File: src/hw/rtl/tab_expanding_line_renderer_unit_defines.svh
// Assertion macros for the line renderer RTL.
`ifndef TAB_EXPANDING_LINE_RENDERER_UNIT_DEFINES_SVH
`define TAB_EXPANDING_LINE_RENDERER_UNIT_DEFINES_SVH

// Same-cycle implication, checked on i_clk outside reset.
`define TLER_ASSERT_IMP(lbl, ante, cons) \
    lbl: assert property (@(posedge i_clk) disable iff (!i_rst_n) (ante) |-> (cons)) \
        else $error("tler: same-cycle check failed");

// Next-cycle implication, checked on i_clk outside reset.
`define TLER_ASSERT_NXT(lbl, ante, cons) \
    lbl: assert property (@(posedge i_clk) disable iff (!i_rst_n) (ante) |=> (cons)) \
        else $error("tler: next-cycle check failed");

`endif

File: src/hw/rtl/tler_pkg.sv
// Shared types and character constants for the line renderer.
package tler_pkg;

    // Width of a run count; covers tab stops up to 31.
    localparam int CNT_W = 5;

    localparam logic [7:0] SCREEN_COLS_RST = 8'd80;

    // Byte-address decode of the register file: word index in paddr[2].
    localparam logic REG_SCREEN_COLS = 1'b0;

    // Character codes
    localparam logic [7:0] CH_NUL     = 8'd0;
    localparam logic [7:0] CH_TAB     = 8'd9;
    localparam logic [7:0] CH_NEWLINE = 8'd10;
    localparam logic [7:0] CH_SPACE   = 8'd32;
    localparam logic [7:0] CH_QMARK   = 8'd63;
    localparam logic [7:0] CH_AT      = 8'd64;
    localparam logic [7:0] CH_CARET   = 8'd94;
    localparam logic [7:0] CH_DEL     = 8'd127;

    // One classified input beat: a run of chars, then maybe a newline.
    typedef struct packed {
        logic             caret;  // first char of the run is '^'
        logic [CNT_W-1:0] count;  // chars before the newline
        logic [7:0]       ch;     // char repeated / char after the caret
        logic             eol;    // newline closes the run
    } t_cmd;

endpackage

File: src/hw/rtl/tab_expanding_line_renderer_unit.sv
// Top level of the tab-expanding line renderer with config registers.
//
//  Channel  Dir  Handshake          Payload
//  s_*      in   s_tvalid/s_tready  tdata: char_byte, line_start_col; tuser: char_present;
//                                   tlast: end_of_line
//  m_*      out  m_tvalid/m_tready  tdata: out_char; tlast: last_of_run
//  APB      in   psel/penable       reg 0 at 0x0: screen_cols (reset 80)
//
//  A beat that yields N chars (N up to TAB_STOP + 1) gives N output beats;
//  plain bytes flow at one beat per cycle while m_tready is high, set by the back end's single output register.
//  Input is taken whenever the two-entry command queue has room, so the front keeps
//  classifying while the back end expands a tab run or waits on m_tready.
//  Synchronous active-low reset clears the queue and line state; no clearing pass.
module tab_expanding_line_renderer_unit #(
    parameter int TAB_STOP = 8
) (
    input  logic        i_clk,
    input  logic        i_rst_n,
    // input stream
    input  logic        s_tvalid,
    output logic        s_tready,
    input  logic [15:0] s_tdata,   // [7:0] char_byte, [15:8] line_start_col
    input  logic        s_tuser,   // [0] char_present
    input  logic        s_tlast,   // end_of_line
    // output stream
    output logic        m_tvalid,
    input  logic        m_tready,
    output logic [7:0]  m_tdata,   // [7:0] out_char
    output logic        m_tlast,   // last_of_run
    // config port
    input  logic        psel,
    input  logic        penable,
    input  logic        pwrite,
    input  logic [2:0]  paddr,
    input  logic [31:0] pwdata,
    output logic [31:0] prdata,
    output logic        pready
);
    import tler_pkg::*;

    logic [7:0] r_screen_cols;
    logic       cfg_wr;
    logic       q_push, q_full, q_valid, q_pop;
    t_cmd       push_cmd, head_cmd;

    // Register file
    assign pready = 1'b1;
    assign cfg_wr = psel && penable && pwrite && pready && (paddr[2] == REG_SCREEN_COLS);
    assign prdata = (paddr[2] == REG_SCREEN_COLS) ? {24'd0, r_screen_cols} : 32'd0;

    always_ff @(posedge i_clk) begin
        if (!i_rst_n) begin
            r_screen_cols <= SCREEN_COLS_RST;
        end else if (cfg_wr) begin
            r_screen_cols <= pwdata[7:0];
        end
    end

    tler_front #(
        .TAB_STOP (TAB_STOP)
    ) u_front (
        .i_clk         (i_clk),
        .i_rst_n       (i_rst_n),
        .i_screen_cols (r_screen_cols),
        .s_tvalid      (s_tvalid),
        .s_tready      (s_tready),
        .s_tdata       (s_tdata),
        .s_tuser       (s_tuser),
        .s_tlast       (s_tlast),
        .i_q_full      (q_full),
        .o_push        (q_push),
        .o_cmd         (push_cmd)
    );

    tler_queue u_queue (
        .i_clk   (i_clk),
        .i_rst_n (i_rst_n),
        .i_push  (q_push),
        .i_cmd   (push_cmd),
        .o_full  (q_full),
        .o_valid (q_valid),
        .o_cmd   (head_cmd),
        .i_pop   (q_pop)
    );

    tler_back u_back (
        .i_clk     (i_clk),
        .i_rst_n   (i_rst_n),
        .i_q_valid (q_valid),
        .i_q_cmd   (head_cmd),
        .o_q_pop   (q_pop),
        .m_tvalid  (m_tvalid),
        .m_tready  (m_tready),
        .m_tdata   (m_tdata),
        .m_tlast   (m_tlast)
    );

endmodule

File: src/hw/rtl/tler_front.sv
// Front end: accepts input beats, tracks column state, classifies bytes.
module tler_front #(
    parameter int TAB_STOP = 8
) (
    input  logic                i_clk,
    input  logic                i_rst_n,
    input  logic [7:0]          i_screen_cols,
    input  logic                s_tvalid,
    output logic                s_tready,
    input  logic [15:0]         s_tdata,   // [7:0] char_byte, [15:8] line_start_col
    input  logic                s_tuser,   // [0] char_present
    input  logic                s_tlast,   // end_of_line
    input  logic                i_q_full,
    output logic                o_push,
    output tler_pkg::t_cmd      o_cmd
);
    import tler_pkg::*;

    localparam int PW = (TAB_STOP > 2) ? $clog2(TAB_STOP) : 1;

    // Column-to-tab-phase table, built by counting at elaboration.
    function automatic logic [256*PW-1:0] f_phase_tbl();
        logic [256*PW-1:0] tbl;
        logic [PW-1:0]     ph;
        tbl = '0;
        ph  = '0;
        for (int i = 0; i < 256; i++) begin
            tbl[i*PW +: PW] = ph;
            ph = (ph == PW'(TAB_STOP - 1)) ? '0 : ph + PW'(1);
        end
        return tbl;
    endfunction

    localparam logic [256*PW-1:0] PHASE_TBL = f_phase_tbl();

    logic [7:0] r_column,   n_column;
    logic       r_stopped,  n_stopped;
    logic       r_at_start, n_at_start;

    logic             accept;
    logic [7:0]       byte_in, start_col, col0, room;
    logic             present, stp0;
    logic [PW-1:0]    phase;
    logic [CNT_W-1:0] run_full, run;
    logic [8:0]       col_sum;
    logic [CNT_W-1:0] n_chars;
    logic             caret_fit, is_ctrl;
    t_cmd             cmd;

    assign s_tready  = !i_q_full;
    assign accept    = s_tvalid && s_tready;
    assign byte_in   = s_tdata[7:0];
    assign start_col = s_tdata[15:8];
    assign present   = s_tuser;

    // Column and stop flag as seen by this beat
    always_comb begin
        col0  = r_at_start ? start_col : r_column;
        stp0  = (r_at_start ? 1'b0 : r_stopped) || (col0 >= i_screen_cols);
        room  = i_screen_cols - col0;
        phase = PHASE_TBL[col0*PW +: PW];
        run_full = CNT_W'(TAB_STOP) - CNT_W'(phase);
        run   = ({3'b000, run_full} > room) ? room[CNT_W-1:0] : run_full;
        caret_fit = ({1'b0, col0} + 9'd2) <= {1'b0, i_screen_cols};
        is_ctrl   = (byte_in < CH_SPACE) || (byte_in == CH_DEL);
    end

    // Classify the byte, advance the column
    always_comb begin
        n_chars   = '0;
        col_sum   = {1'b0, col0};
        n_stopped = stp0;
        cmd.caret = 1'b0;
        cmd.ch    = byte_in;
        if (present && !stp0) begin
            priority if (byte_in == CH_NUL) begin
                n_stopped = 1'b1;
            end else if (byte_in == CH_TAB) begin
                n_chars = run;
                cmd.ch  = CH_SPACE;
                col_sum = {1'b0, col0} + {4'b0000, run};
            end else if (is_ctrl) begin
                if (caret_fit) begin
                    n_chars   = CNT_W'(2);
                    cmd.caret = 1'b1;
                    cmd.ch    = (byte_in == CH_DEL) ? CH_QMARK : (CH_AT + byte_in);
                    col_sum   = {1'b0, col0} + 9'd2;
                end else begin
                    n_stopped = 1'b1;
                end
            end else begin
                n_chars = CNT_W'(1);
                col_sum = {1'b0, col0} + 9'd1;
            end
            if (col_sum[7:0] >= i_screen_cols) begin
                n_stopped = 1'b1;
            end
        end
        n_column   = col_sum[7:0];
        n_at_start = 1'b0;
        if (s_tlast) begin
            n_at_start = 1'b1;
            n_stopped  = 1'b0;
        end
        cmd.count = n_chars;
        cmd.eol   = s_tlast;
    end

    assign o_push = accept && ((n_chars != '0) || s_tlast);
    assign o_cmd  = cmd;

    // Line state
    always_ff @(posedge i_clk) begin
        if (!i_rst_n) begin
            r_column   <= '0;
            r_stopped  <= 1'b0;
            r_at_start <= 1'b1;
        end else if (accept) begin
            r_column   <= n_column;
            r_stopped  <= n_stopped;
            r_at_start <= n_at_start;
        end
    end

endmodule

File: src/hw/rtl/tler_queue.sv
// Two-entry command queue between front and back end.
module tler_queue (
    input  logic           i_clk,
    input  logic           i_rst_n,
    input  logic           i_push,
    input  tler_pkg::t_cmd i_cmd,
    output logic           o_full,
    output logic           o_valid,
    output tler_pkg::t_cmd o_cmd,
    input  logic           i_pop
);
    import tler_pkg::*;

    t_cmd       r_mem [2];
    logic       r_wr_ptr, n_wr_ptr;
    logic       r_rd_ptr, n_rd_ptr;
    logic [1:0] r_count,  n_count;
    logic       do_push, do_pop;

    assign o_full  = (r_count == 2'd2);
    assign o_valid = (r_count != 2'd0);
    assign o_cmd   = r_mem[r_rd_ptr];
    assign do_push = i_push && !o_full;
    assign do_pop  = i_pop && o_valid;

    // Pointer and fill bookkeeping
    always_comb begin
        n_wr_ptr = do_push ? !r_wr_ptr : r_wr_ptr;
        n_rd_ptr = do_pop  ? !r_rd_ptr : r_rd_ptr;
        n_count  = r_count + 2'(do_push) - 2'(do_pop);
    end

    always_ff @(posedge i_clk) begin
        if (!i_rst_n) begin
            r_wr_ptr <= 1'b0;
            r_rd_ptr <= 1'b0;
            r_count  <= 2'd0;
        end else begin
            r_wr_ptr <= n_wr_ptr;
            r_rd_ptr <= n_rd_ptr;
            r_count  <= n_count;
        end
    end

    // Entry storage
    always_ff @(posedge i_clk) begin
        if (do_push) begin
            r_mem[r_wr_ptr] <= i_cmd;
        end
    end

endmodule

File: src/hw/rtl/tler_back.sv
// Back end: expands queued commands into output beats through a register.
module tler_back (
    input  logic           i_clk,
    input  logic           i_rst_n,
    input  logic           i_q_valid,
    input  tler_pkg::t_cmd i_q_cmd,
    output logic           o_q_pop,
    output logic           m_tvalid,
    input  logic           m_tready,
    output logic [7:0]     m_tdata,   // [7:0] out_char
    output logic           m_tlast    // last_of_run
);
    import tler_pkg::*;

    `include "tab_expanding_line_renderer_unit_defines.svh"

    t_cmd             r_cur;
    logic             r_cur_valid, n_cur_valid;
    logic [CNT_W-1:0] r_left,      n_left;
    logic             r_out_valid;
    logic [7:0]       r_out_char;
    logic             r_out_last;

    logic       out_adv, emit, cur_last, pop;
    logic [7:0] beat_char;

    // Current beat of the active command
    always_comb begin
        cur_last = (r_left == '0) || ((r_left == CNT_W'(1)) && !r_cur.eol);
        priority if (r_left == '0) begin
            beat_char = CH_NEWLINE;
        end else if (r_cur.caret && (r_left == CNT_W'(2))) begin
            beat_char = CH_CARET;
        end else begin
            beat_char = r_cur.ch;
        end
    end

    assign out_adv = !r_out_valid || m_tready;
    assign emit    = out_adv && r_cur_valid;
    assign pop     = i_q_valid && (!r_cur_valid || (emit && cur_last));
    assign o_q_pop = pop;

    // Active command bookkeeping
    always_comb begin
        n_cur_valid = r_cur_valid;
        n_left      = r_left;
        if (pop) begin
            n_cur_valid = 1'b1;
            n_left      = i_q_cmd.count;
        end else if (emit) begin
            n_cur_valid = !cur_last;
            n_left      = r_left - CNT_W'(1);
        end
    end

    always_ff @(posedge i_clk) begin
        if (!i_rst_n) begin
            r_cur_valid <= 1'b0;
            r_left      <= '0;
            r_out_valid <= 1'b0;
        end else begin
            r_cur_valid <= n_cur_valid;
            r_left      <= n_left;
            if (out_adv) begin
                r_out_valid <= r_cur_valid;
            end
        end
    end

    // Payload registers
    always_ff @(posedge i_clk) begin
        if (pop) begin
            r_cur <= i_q_cmd;
        end
        if (emit) begin
            r_out_char <= beat_char;
            r_out_last <= cur_last;
        end
    end

    assign m_tvalid = r_out_valid;
    assign m_tdata  = r_out_char;
    assign m_tlast  = r_out_last;

    // Checks
    `TLER_ASSERT_IMP(a_newline_ends_run, m_tvalid && (m_tdata == CH_NEWLINE), m_tlast)
    `TLER_ASSERT_IMP(a_caret_len, r_cur_valid && r_cur.caret, r_left <= CNT_W'(2))
    `TLER_ASSERT_NXT(a_run_no_gap, m_tvalid && m_tready && !m_tlast, m_tvalid)

endmodule
File: config.mk
export PLATFORM = sky130hd
export DESIGN_NAME = tab_expanding_line_renderer_unit
export DESIGN_NICKNAME = d
export VERILOG_FILES = /design/src/hw/rtl/tler_pkg.sv /design/src/hw/rtl/tab_expanding_line_renderer_unit.sv /design/src/hw/rtl/tler_front.sv /design/src/hw/rtl/tler_queue.sv /design/src/hw/rtl/tler_back.sv
export VERILOG_INCLUDE_DIRS = /design/src /design/src/hw/rtl
export SDC_FILE = /design/constraint.sdc
export NUM_CORES = 1
export LEC_CHECK = 0
export ABC_AREA = 1
export BUFFER_PORTS_ARGS = -buffer_cell sky130_fd_sc_hd__buf_2
export CORE_MARGIN = 2
export CORE_UTILIZATION = 45
export DETAILED_ROUTE_END_ITERATION = 7
export HOLD_SLACK_MARGIN = 0.12
export PLACE_DENSITY_LB_ADDON = 0.3
export SLEW_MARGIN = 20
export SYNTH_ARGS = -nofsm -noshare
export SYNTH_HDL_FRONTEND = slang
export SYNTH_SLANG_ARGS = --single-unit
export TNS_END_PERCENT = 100
File: constraint.sdc
create_clock -name i_clk -period 11.61 [get_ports i_clk]
set_clock_uncertainty 0.05 [all_clocks]
set_input_delay 1.161 -clock i_clk [delete_from_list [all_inputs] [get_ports i_clk]]
set_output_delay 1.161 -clock i_clk [all_outputs]
set_load 0.01 [all_outputs]
==> results.md, run 1 <==
- Status: finished, final reports clean
- Most common flop cell mapped by yosys: edfxtp_1
- CTS Buffer Depth: 2
- Tightest Pin Transition: 0.995 ns
- Slew Limit Headroom: 33.6%
- Worst path arrival time: 6.97 ns
- Crit-path most repeated cell: nand2_1
- # clock sinks: 79
- Clock buffer count from CTS: 9
- Async set-reset flop share out of synthesis: 0%
- Vias/cell: 5.06
- DR iter-0 viols: 460
- Crit start category: register
- Yosys warns: 0
- # setup viols final: 0
- TNS Setup: 0 ns
- Std-Cell Rows: 40
- Pleak: approximately 3 nW
- Placed Area: 5950 um2
- Final critical-path share of the clock period: 58.2%
- Syn_area_per_cell: 7.90 um2
- Worst hold path class: reg -> reg
- DR pass1 iterations: 5
- DRC Markers: 0
- Max FO, Critical Path: 18
- CTS H-Tree Depth: 3
- Fin crit period: 6.75 ns
- Hold-fix buffers, CTS: 0
- Post-synthesis register bit count: between 70 and 80
- Max incr delay on CP: between 0.9 and 1 ns
- CTS clock-pin slew for the worst setup and hold paths: 0.06 ns
- Crit Path Class: reg -> reg
- Mux contribution to synthesized area: 0%
- Post-route design area: 6220 um2
- Initial core utilization: 46.5%
- Worst-path cell with the longest stage delay: dfxtp_1
- Layout area overhead: 10.0%
- Number of buffers added on ports: 52
- Die H: 116 um
- Synth area leaders: edfxtp_1 (26%), dfxtp_1 (11%), nand2_1 (10%)
- Peak VDD IR: roughly 0.00008 V
- Postcts setup bufs: 0
- Register area share after synthesis: 36.7%
- Via count: 4737
- Largest net degree at the start of global routing: 23
- CTS tree: done
- Critical Path End Type: register
- Required @ worst endpoint: 11.82 ns
- FMAX: 0.148 GHz
- Xor/xnor share of the synthesized area: 2.01%
- Vias in the first global route: about 4400
- Clock root buffer: clkbuf_16
- DRT Wirelength: 12.7 mm
- Post-synthesis simple-gate area fraction: 22.8%
- Synthesized area: around 5700 um2
- Placed Cells: 920
- Hold Violations, Final: 0
- Final-stage net count: 870
- Share of cells above drive strength 1: between 10% and 20%
- Yosys top cell by area: edfxtp_1
- Core ar.: 12200 um2
- Gr usage total: 19.9%
- Mapped Cells: 716
- I/O pin count: 104
- Max-slew violations: 0
- Clock Latency Late Sink: 0.34 ns
- Cell variety after synth: 51
- Synth top area share: 26.0%
- EDFF count, synth: 49
- Routability cong.: 0.906
- Complex-gate fraction of the synthesized area: 14.7%
- Wirelength per Cell: about 14 um
- ANT cells: 0
- Synth Area in Adders: 10.7%
- Initial antenna violation count: 0
- Power per cell area: 191 nW/um2
- Fin cells: 936
- Die Area: 13500 um2
- Die width: 116 um
- GR Overflow Total: 0
- # fillers: 1194
- Global-route wire length before repair: 20.9 mm
- Post-route ant nets: 0
- CTS resizes: 0
- HPWL after detailed placement: 9.79 mm
- RSZ-0062 raised after global routing: no
- Largest family of logic cells by synthesized area: simple AND/OR/NAND/NOR gates
- Max-cap violations: 0
## state kept, by name (all words and copies together), names as in the netlist, named ones only
register / cells
u_front.r_column: 8
u_back.r_cur_valid: 1
u_queue.r_wr_ptr: 1
u_queue.r_count: 2
u_back.m_tlast: 1
u_back.r_left: 5
u_front.r_at_start: 1
u_back.m_tvalid: 1
u_queue.r_rd_ptr: 1
u_back.m_tdata: 8
u_back.r_cur: 10
r_screen_cols: 8
u_queue.r_mem: 30
u_front.r_stopped: 1
## worst paths after layout
kind	slack [ns]	cells after the start	from	end
min reg2reg	0.41	1	u_queue.r_rd_ptr	register
max	4.86	35	u_front.r_at_start	u_front.r_stopped
max reg2reg	4.86	35	u_front.r_at_start	u_front.r_stopped
min	0.41	1	u_queue.r_rd_ptr	register
## power breakdown
part / leakage (nW) / internal (mW) / switching [mW] / total (mW)
clock network: 0.134 / 0.151 / 0.108 / 0.260
logic: 2.15 / 0.174 / 0.338 / 0.513
registers: 0.714 / 0.384 / 0.0343 / 0.418
## through the flow
step / hold WS [ns] / power (mW) / util [%] / setup slack (ns)
final: 0.407 / 1.19 / 51.1 / 4.86
after global routing: 0.440 / 1.29 / 51.1 / 4.25
after CTS: 0.410 / 1.19 / 51.1 / 4.94
after detailed placement: 0.388 / 0.931 / 48.9 / 4.77
after global placement: 0.387 / 0.915 / 48.9 / 4.87
after floorplan: 0.376 / 0.817 / - / 5.88
## Yosys cell counts (12+ instances only)
cell / instances
nand2_1: 154
inv_1: 108
a21oi_1: 67
edfxtp_1: 49
ha_1: 45
nand3_1: 42
dfxtp_1: 30
nor2_1: 29
o21ai_0: 27
buf_4: 25
clkbuf_1: 12
nand4_1: 12
## layer usage
layer	track usage [%]	up-vias	wire [um]
li1	-	2402	-
met1	24.9	2140	5620
met2	34.1	166	6080
met3	4.34	29	679
met4	6.43	0	314
met5	0	-	0
## worst max-delay path, delay by kind of cell, from the launching register on
family / cells / cell delay (ns)
DFF: 1 / 0.97
and+or+nand+nor: 15 / 1.48
AOI/OAI and AO/OA: 7 / 1.44
buffers and inverters: 5 / 0.54
adders and majority gates: 6 / 1.75
xor gates and xnor gates: 2 / 0.45
## cell type report
| type | count | area, um2 | area share (%) |
|---|---|---|---|
| sequential | 79 | 2070 | 33.3 |
| multi-input combinational | 500 | 2940 | 47.3 |
| clock inverter | 4 | 27.5 | 0.443 |
| tap | 168 | 210 | 3.38 |
| inverter | 119 | 449 | 7.22 |
| timing repair buffer | 54 | 275 | 4.43 |
| clock buffer | 12 | 246 | 3.96 |
## cell families after synthesis
family                   count (synthesis)
other                                    2
AND/OR/NAND/NOR                        277
AO/OA/AOI/OAI                          135
XOR/XNOR                                13
adder cells (fa/ha/maj)                 47
flip-flops                              79
buffers and inverters                  163
## placed cells by master (no fill, tap or decap), drive strengths merged
cell type and instances:
clkinv 2, edfxtp 49, a31oi 4, fa 2
clkinvlp 1, xor2 11, o211ai 10, inv 120
conb 28, o21ai 40, o21bai 2, nand2 165
dfxtp 30, nand3b 1, o31ai 1, nand3 44
buf 54, o311ai 2, nor3 10, a21oi 70
nor2 35, a211oi 2, o21a 3, clkbuf 12
xnor2 2, or2 6, ha 45, nand4 15
and3 1, o221ai 1
Note: power is estimated with default switching activity, not from simulation.
==> run 2, diff against run 1 <==
==> constraint.sdc (replaced) <==
create_clock -name i_clk -period 5.7 [get_ports i_clk]
set_clock_uncertainty 0.05 [all_clocks]
set_input_delay 0.57 -clock i_clk [delete_from_list [all_inputs] [get_ports i_clk]]
set_output_delay 0.57 -clock i_clk [all_outputs]
set_load 0.01 [all_outputs]
==> run 2 against run 1 <==
Against the previous run:
- final cell count rose by 2.4%
- power rose by 130%
- maximum frequency rose by 26%
- first-iteration DRC count rose by 5.2%
- worst hold slack got worse by 0.021 ns
- worst setup slack got worse by 4.5 ns
- clock power rose by 150%
- combinational power rose by 140%
- critical path type unchanged
- critical endpoint unchanged
- largest power group unchanged
- highest routed layer unchanged
==> results.md, run 2 (synthesized netlist as in run 1, its figures left out) <==
- Required @ worst endpoint: 5.93 ns (was 11.82 ns)
- Initial core utilization: 46.5% (unchanged)
- Most frequent cells in the layout: nand2_1 (146), inv_1 (100), a21oi_1 (61) (was nand2_1 (154), inv_1 (108), a21oi_1 (67))
- DRT Wirelength: 13.5 mm (was 12.7 mm)
- GR Overflow Total: 0 (unchanged)
- CTS tree: done (unchanged)
- Most common cell after layout, fill and taps aside: nand2_1 (unchanged)
- Hold Violations, Final: 0 (unchanged)
- DR iter-0 viols: 484 (was 460)
- Slew Limit Headroom: 38.8% (was 33.6%)
- Die H: 116 um (unchanged)
- Critical Path End Type: register (unchanged)
- Max incr delay on CP: 0.40 ns (was 0.97 ns)
- Max-slew violations: 0 (unchanged)
- Core ar.: 12200 um2 (unchanged)
- Routability cong.: 0.929 (was 0.906)
- Clock Latency Late Sink: 0.35 ns (was 0.34 ns)
- Crit-path most repeated cell: nand2_1 (unchanged)
- Initial antenna violation count: 0 (unchanged)
- Buffers and inverters on the worst path: 7 (was 5)
- # setup viols final: 0 (unchanged)
- Max FFs per register: 30 (unchanged)
- Part of the power in the clock network: 23.8% (was 21.8%)
- Fin crit period: 5.38 ns (was 6.75 ns)
- CTS H-Tree Depth: 3 (unchanged)
- CTS clock-pin slew for the worst setup and hold paths: 0.06 ns (about the same)
- Cell Int Power: 1.62 mW (was 709 uW)
- Post-route design area: 6700 um2 (was 6220 um2)
- Max FO, Critical Path: 5 (was 18)
- Net Switching: 1.08 mW (was 481 uW)
- DR pass1 iterations: 7 (was 5)
- Largest Register: u_queue.r_mem (unchanged)
- Via count: 4835 (was 4737)
- # clock sinks: 79 (unchanged)
- Final critical-path share of the clock period: 94.4% (was 58.2%)
- Share of cells above drive strength 1: 23.7% (was 15.9%)
- Crit Path Class: reg -> reg (unchanged)
- Final-stage net count: 892 (was 870)
- Largest net degree at the start of global routing: 23 (unchanged)
- Post-route ant nets: 0 (unchanged)
- Family with the most delay on the worst path: adder cells (unchanged)
- Comb power frac: 44.8% (was 43.1%)
- WHS: 0.386 ns (was 0.407 ns)
- Power per cell area: 404 nW/um2 (was 191 nW/um2)
- Sequential share of power: 31.4% (was 35.1%)
- ANT cells: 0 (unchanged)
- Gr usage total: 20.6% (was 19.9%)
- Tightest Pin Transition: 0.918 ns (was 0.995 ns)
- Status: finished, final reports clean (unchanged)
- Worst hold path class: in -> reg (was reg -> reg)
- Global-route wire length before repair: 21.6 mm (was 20.9 mm)
- Pleak: 3.16 nW (was 3.00 nW)
- Die width: 116 um (unchanged)
- Switching share of power: 40.0% (was 40.4%)
- Std-Cell Rows: 40 (unchanged)
- Wirelength per Cell: 14.0 um (was 13.6 um)
- CTS Buffer Depth: 2 (unchanged)
- Placed Area: 6090 um2 (was 5950 um2)
- Crit start category: register (unchanged)
- FMAX: 0.186 GHz (was 0.148 GHz)
- Worst-path cell with the longest stage delay: fa_2 (was dfxtp_1)
- Max-cap violations: 0 (unchanged)
- Number of buffers added on ports: 52 (unchanged)
- Die Area: 13500 um2 (unchanged)
- Largest regs: u_queue.r_mem x30, u_back.r_cur x10 (unchanged)
- Clock buffer count from CTS: 9 (unchanged)
- I/O pin count: 104 (unchanged)
- DRC Markers: 0 (unchanged)
- Peak VDD IR: 0.000173 V (was 0.0000793 V)
- Vias in the first global route: 4551 (was 4381)
- HPWL after detailed placement: 10.1 mm (was 9.79 mm)
- Layout area overhead: 18.5% (was 10.0%)
- Vias/cell: 5.05 (was 5.06)
- Clock root buffer: clkbuf_16 (unchanged)
- Worst path arrival time: 5.61 ns (was 6.97 ns)
[run 2: cell count changes in the layout (fill, tap and decap cells not counted), sizes merged]
| cell | delta |
|---|---|
| buf | +21 |
| inv | +1 |
| bufinv | +2 |
| clkinvlp | -1 |
| clkbuf | -2 |
| clkinv | +1 |
[run 2: final timing paths]
path	depth (start not counted)	slack [ns]	to	startpoint
max	39	0.32	u_front.r_stopped	u_front.r_at_start
max reg2reg	39	0.32	u_front.r_stopped	u_front.r_at_start
min	1	0.39	u_queue.r_mem[1][2]	s_tdata[1]
min reg2reg	1	0.41	register	u_queue.r_rd_ptr
[run 2: area by class of cell]
class / count / area [um2]
clock buffer: 9 / 225
fill: 1113 / 5470
clock inverter: 7 / 111
inverter: 119 / 452
timing repair buffer: 76 / 470
tap: 168 / 210
sequential: 79 / 2080
multi-input combinational: 500 / 3150
[run 2: through the flow]
stage / util (%) / setup TNS, ns / power [mW] / worst slack, ns / cells
after floorplan: - / 0 / 1.66 / 0.563 / 742
after global placement: 50.0 / -0.0243 / 1.91 / -0.0243 / 937
after detailed placement: 50.0 / -0.0930 / 1.95 / -0.0930 / 937
after CTS: 53.0 / 0 / 2.61 / 0.0449 / 955
after global routing: 55.1 / -0.0468 / 2.90 / -0.0468 / 958
final: 55.1 / 0 / 2.70 / 0.321 / 958
[run 2: power by group through the flow]
stage | Clock (mW) | Sequential, mW | Combinational (mW)
after floorplan | 0 | 0.846 | 0.819
after global placement | 0 | 0.852 | 1.06
after detailed placement | 0 | 0.857 | 1.09
after CTS | 0.655 | 0.846 | 1.11
after global routing | 0.674 | 0.862 | 1.37
final | 0.645 | 0.848 | 1.21
[run 2: routing by layer]
layer | vias up | global-route usage [%] | wire length (um)
met5 | - | 0 | 0
li1 | 2451 | - | -
met3 | 24 | 4.60 | 794
met1 | 2201 | 25.1 | 5820
met2 | 159 | 35.8 | 6580
met4 | 0 | 7.30 | 266
[run 2: repair_timing]
action                                  in CTS  in global routing
cloned                                       0                  1
endpoints found under the setup margin       1                  1
hold buffers                                 0                  0
pin swaps                                    1                 33
gates resized for setup                      1                 51
setup buffers                                2                  2
==> run 3, diff against run 2 <==
==> constraint.sdc (replaced) <==
create_clock -name i_clk -period 6 [get_ports i_clk]
set_clock_uncertainty 0.05 [all_clocks]
set_input_delay 0.6 -clock i_clk [delete_from_list [all_inputs] [get_ports i_clk]]
set_output_delay 0.6 -clock i_clk [all_outputs]
set_load 0.01 [all_outputs]
==> run 3 against run 2 <==
Against the previous run:
- power is 11% lower
- worst setup slack better by 0.19 ns
- largest power group unchanged
- first-iteration DRC count is 20% lower
- clock power is 14% lower
- critical path depth is 1 higher
- highest routed layer unchanged
- routed wire length is 2.9% lower
==> results.md, run 3 (synthesized netlist as in run 1, its figures left out) <==
- Final-stage net count: 881 (was 892)
- CTS tree: done (unchanged)
- Largest regs: u_queue.r_mem x30, u_back.r_cur x10 (unchanged)
- Crit-path most repeated cell: nand2_1 (unchanged)
- Power per cell area: 377 nW/um2 (was 404 nW/um2)
- Hold Violations, Final: 0 (unchanged)
- Initial core utilization: 46.5% (unchanged)
- Pleak: 3.07 nW (was 3.16 nW)
- Largest Register: u_queue.r_mem (unchanged)
- DR iter-0 viols: 385 (was 484)
- Most common cell after layout, fill and taps aside: nand2_1 (unchanged)
- Fin cells: 947 (was 958)
- Peak VDD IR: 0.000158 V (was 0.000173 V)
- Post-route ant nets: 0 (unchanged)
- Max incr delay on CP: 0.41 ns (was 0.40 ns)
- Placed Area: 6020 um2 (was 6090 um2)
- CTS clock-pin slew for the worst setup and hold paths: 0.06 ns (about the same)
- Reg-to-reg startpoint: u_front.r_at_start (unchanged)
- I/O pin count: 104 (unchanged)
- Crit start category: register (unchanged)
- Reg area: 2080 um2 (unchanged)
- Worst R2R End: u_front.r_stopped (unchanged)
- Hold path depth: 2 (was 1)
- Max-cap violations: 0 (unchanged)
- Vias/cell: 5.08 (was 5.05)
- Vias in the first global route: 4436 (was 4551)
- Max FO, Critical Path: 9 (was 5)
- ANT cells: 0 (unchanged)
- Tightest Pin Transition: 0.946 ns (was 0.918 ns)
- Die H: 116 um (unchanged)
- Core ar.: 12200 um2 (unchanged)
- PnR worst setup slack: 0.513 ns (was 0.321 ns)
- FMAX: 0.182 GHz (was 0.186 GHz)
- Die Area: 13500 um2 (unchanged)
- R2R setup slack: 0.51 ns (was 0.32 ns)
- # clock sinks: 79 (unchanged)
- Max FFs per register: 30 (unchanged)
- Hold-fix buffers, CTS: 0 (unchanged)
- Multi-input logic area: 2980 um2 (was 3150 um2)
- Max-slew violations: 0 (unchanged)
- DRC Markers: 0 (unchanged)
- Initial antenna violation count: 0 (unchanged)
- Global-route wire length before repair: 21.1 mm (was 21.6 mm)
- Required @ worst endpoint: 6.22 ns (was 5.93 ns)
- Routability cong.: 0.937 (was 0.929)
- Critical Path End Type: register (unchanged)
- # fillers: 1145 (was 1113)
- Wirelength per Cell: 13.8 um (was 14.0 um)
- CTS H-Tree Depth: 3 (unchanged)
- Clock buffer count from CTS: 9 (unchanged)
- Worst hold path class: reg -> reg (was in -> reg)
- Status: finished, final reports clean (unchanged)
- Worst path arrival time: 5.70 ns (was 5.61 ns)
- Worst slack, placed: 0.0218 ns (was -0.0930 ns)
- R2r worst-path depth: 40 (was 39)
- Min-Delay Startpoint: u_front.r_column[3] (was s_tdata[1])
- Worst-path cell with the longest stage delay: dfxtp_4 (was fa_2)
- Share of cells above drive strength 1: 18.0% (was 23.7%)
- Largest net degree at the start of global routing: 23 (unchanged)
- WHS Endpoint: u_front.r_column[3] (was u_queue.r_mem[1][2])
- CTS Buffer Depth: 2 (unchanged)
- Placed Cells: 930 (was 937)
- Layout area overhead: 12.9% (was 18.5%)
- Via count: 4811 (was 4835)
- Slew Limit Headroom: 36.9% (was 38.8%)
- Crit Path Class: reg -> reg (unchanged)
- Number of buffers added on ports: 52 (unchanged)
- Clock Latency Late Sink: 0.34 ns (was 0.35 ns)
- Die width: 116 um (unchanged)
- DR pass1 iterations: 6 (was 7)
- DRT Wirelength: 13.1 mm (was 13.5 mm)
- Gr usage total: 20.0% (was 20.6%)
- Fin crit period: 5.49 ns (was 5.38 ns)
- TNS Setup: 0 ns (unchanged)
- Clock root buffer: clkbuf_16 (unchanged)
- # setup viols final: 0 (unchanged)
- Std-Cell Rows: 40 (unchanged)
- Final critical-path share of the clock period: 91.4% (was 94.4%)
- Post-route design area: 6380 um2 (was 6700 um2)
- Most frequent cells in the layout: nand2_1 (154), inv_1 (108), a21oi_1 (67) (was nand2_1 (146), inv_1 (100), a21oi_1 (61))
- GR Overflow Total: 0 (unchanged)
- HPWL after detailed placement: 10.0 mm (was 10.1 mm)
- WHS: 0.416 ns (was 0.386 ns)
[run 3: changes by cell type in the layout (fill, tap and decap cells not counted), moves of 3 or more]
| cell | change |
|---|---|
| inv_1 | +8 |
| inv_6 | -3 |
| inv_2 | -7 |
| o21ai_1 | -3 |
| ha_1 | +8 |
| buf_4 | -9 |
| o21ai_0 | +3 |
| a21oi_2 | -6 |
| nand2_2 | -7 |
| a21oi_1 | +6 |
| ha_4 | -8 |
| nand2_1 | +8 |
[run 3: how the worst max path moves through the flow]
| stage | slack, ns | startpoint | depth (start not counted) | to |
|---|---|---|---|---|
| 6_report | 0.51 | u_front.r_at_start | 40 | u_front.r_stopped |
| 5_1_grt | -0.05 | u_front.r_at_start | 40 | u_front.r_stopped |
| 3_3_place_gp | 0.15 | s_tdata[8] | 38 | u_front.r_stopped |
| 3_5_place_dp | 0.02 | s_tdata[8] | 38 | u_front.r_stopped |
| 2_1_floorplan | 0.83 | s_tdata[8] | 37 | u_front.r_stopped |
| 4_1_cts | 0.009 | u_front.r_at_start | 39 | u_front.r_stopped |
[run 3: worst max-delay path, delay by kind of cell, from the launching register on]
kind	cells	cell delay, ns
AO/OA/AOI/OAI	9	1.43
XOR/XNOR	2	0.27
adder cells (fa/ha/maj)	4	1.20
buffers and inverters	6	0.45
flip-flops	1	0.41
AND/OR/NAND/NOR	19	1.62
[run 3: area by class of cell]
type                    instances  area share [%]
flip-flops and latches         79            32.5
clock buffers                  12            4.37
inverters                     119            7.04
clock inverters                 4           0.529
well taps                     168            3.29
multi-input cells             500            46.6
repair buffers                 65            5.61
[run 3: power by group]
part / leakage [nW] / switching, mW / internal (mW)
sequential: 0.714 / 0.0613 / 0.743
combinational: 2.21 / 0.683 / 0.362
clock: 0.152 / 0.222 / 0.334
total: 3.07 / 0.966 / 1.44
[run 3: layer usage]
metal	part of all wire (%)	global-route usage (%)
met1	44	24.5
met4	2.7	7.62
met2	48	34.8
met3	5.5	4.03
met5	0	0
[run 3: through the flow]
stage	utilization [%]	total power, mW
3_3_place_gp	49.5	1.79
5_1_grt	52.5	2.59
2_1_floorplan	-	1.58
3_5_place_dp	49.5	1.82
6_report	52.5	2.41
4_1_cts	52.1	2.38
[run 3: repair_timing]
| action | CTS | global route |
|---|---|---|
| setup endpoints to repair | 0 | 1 |
| buffers inserted | 0 | 1 |
| resized for setup | 0 | 9 |
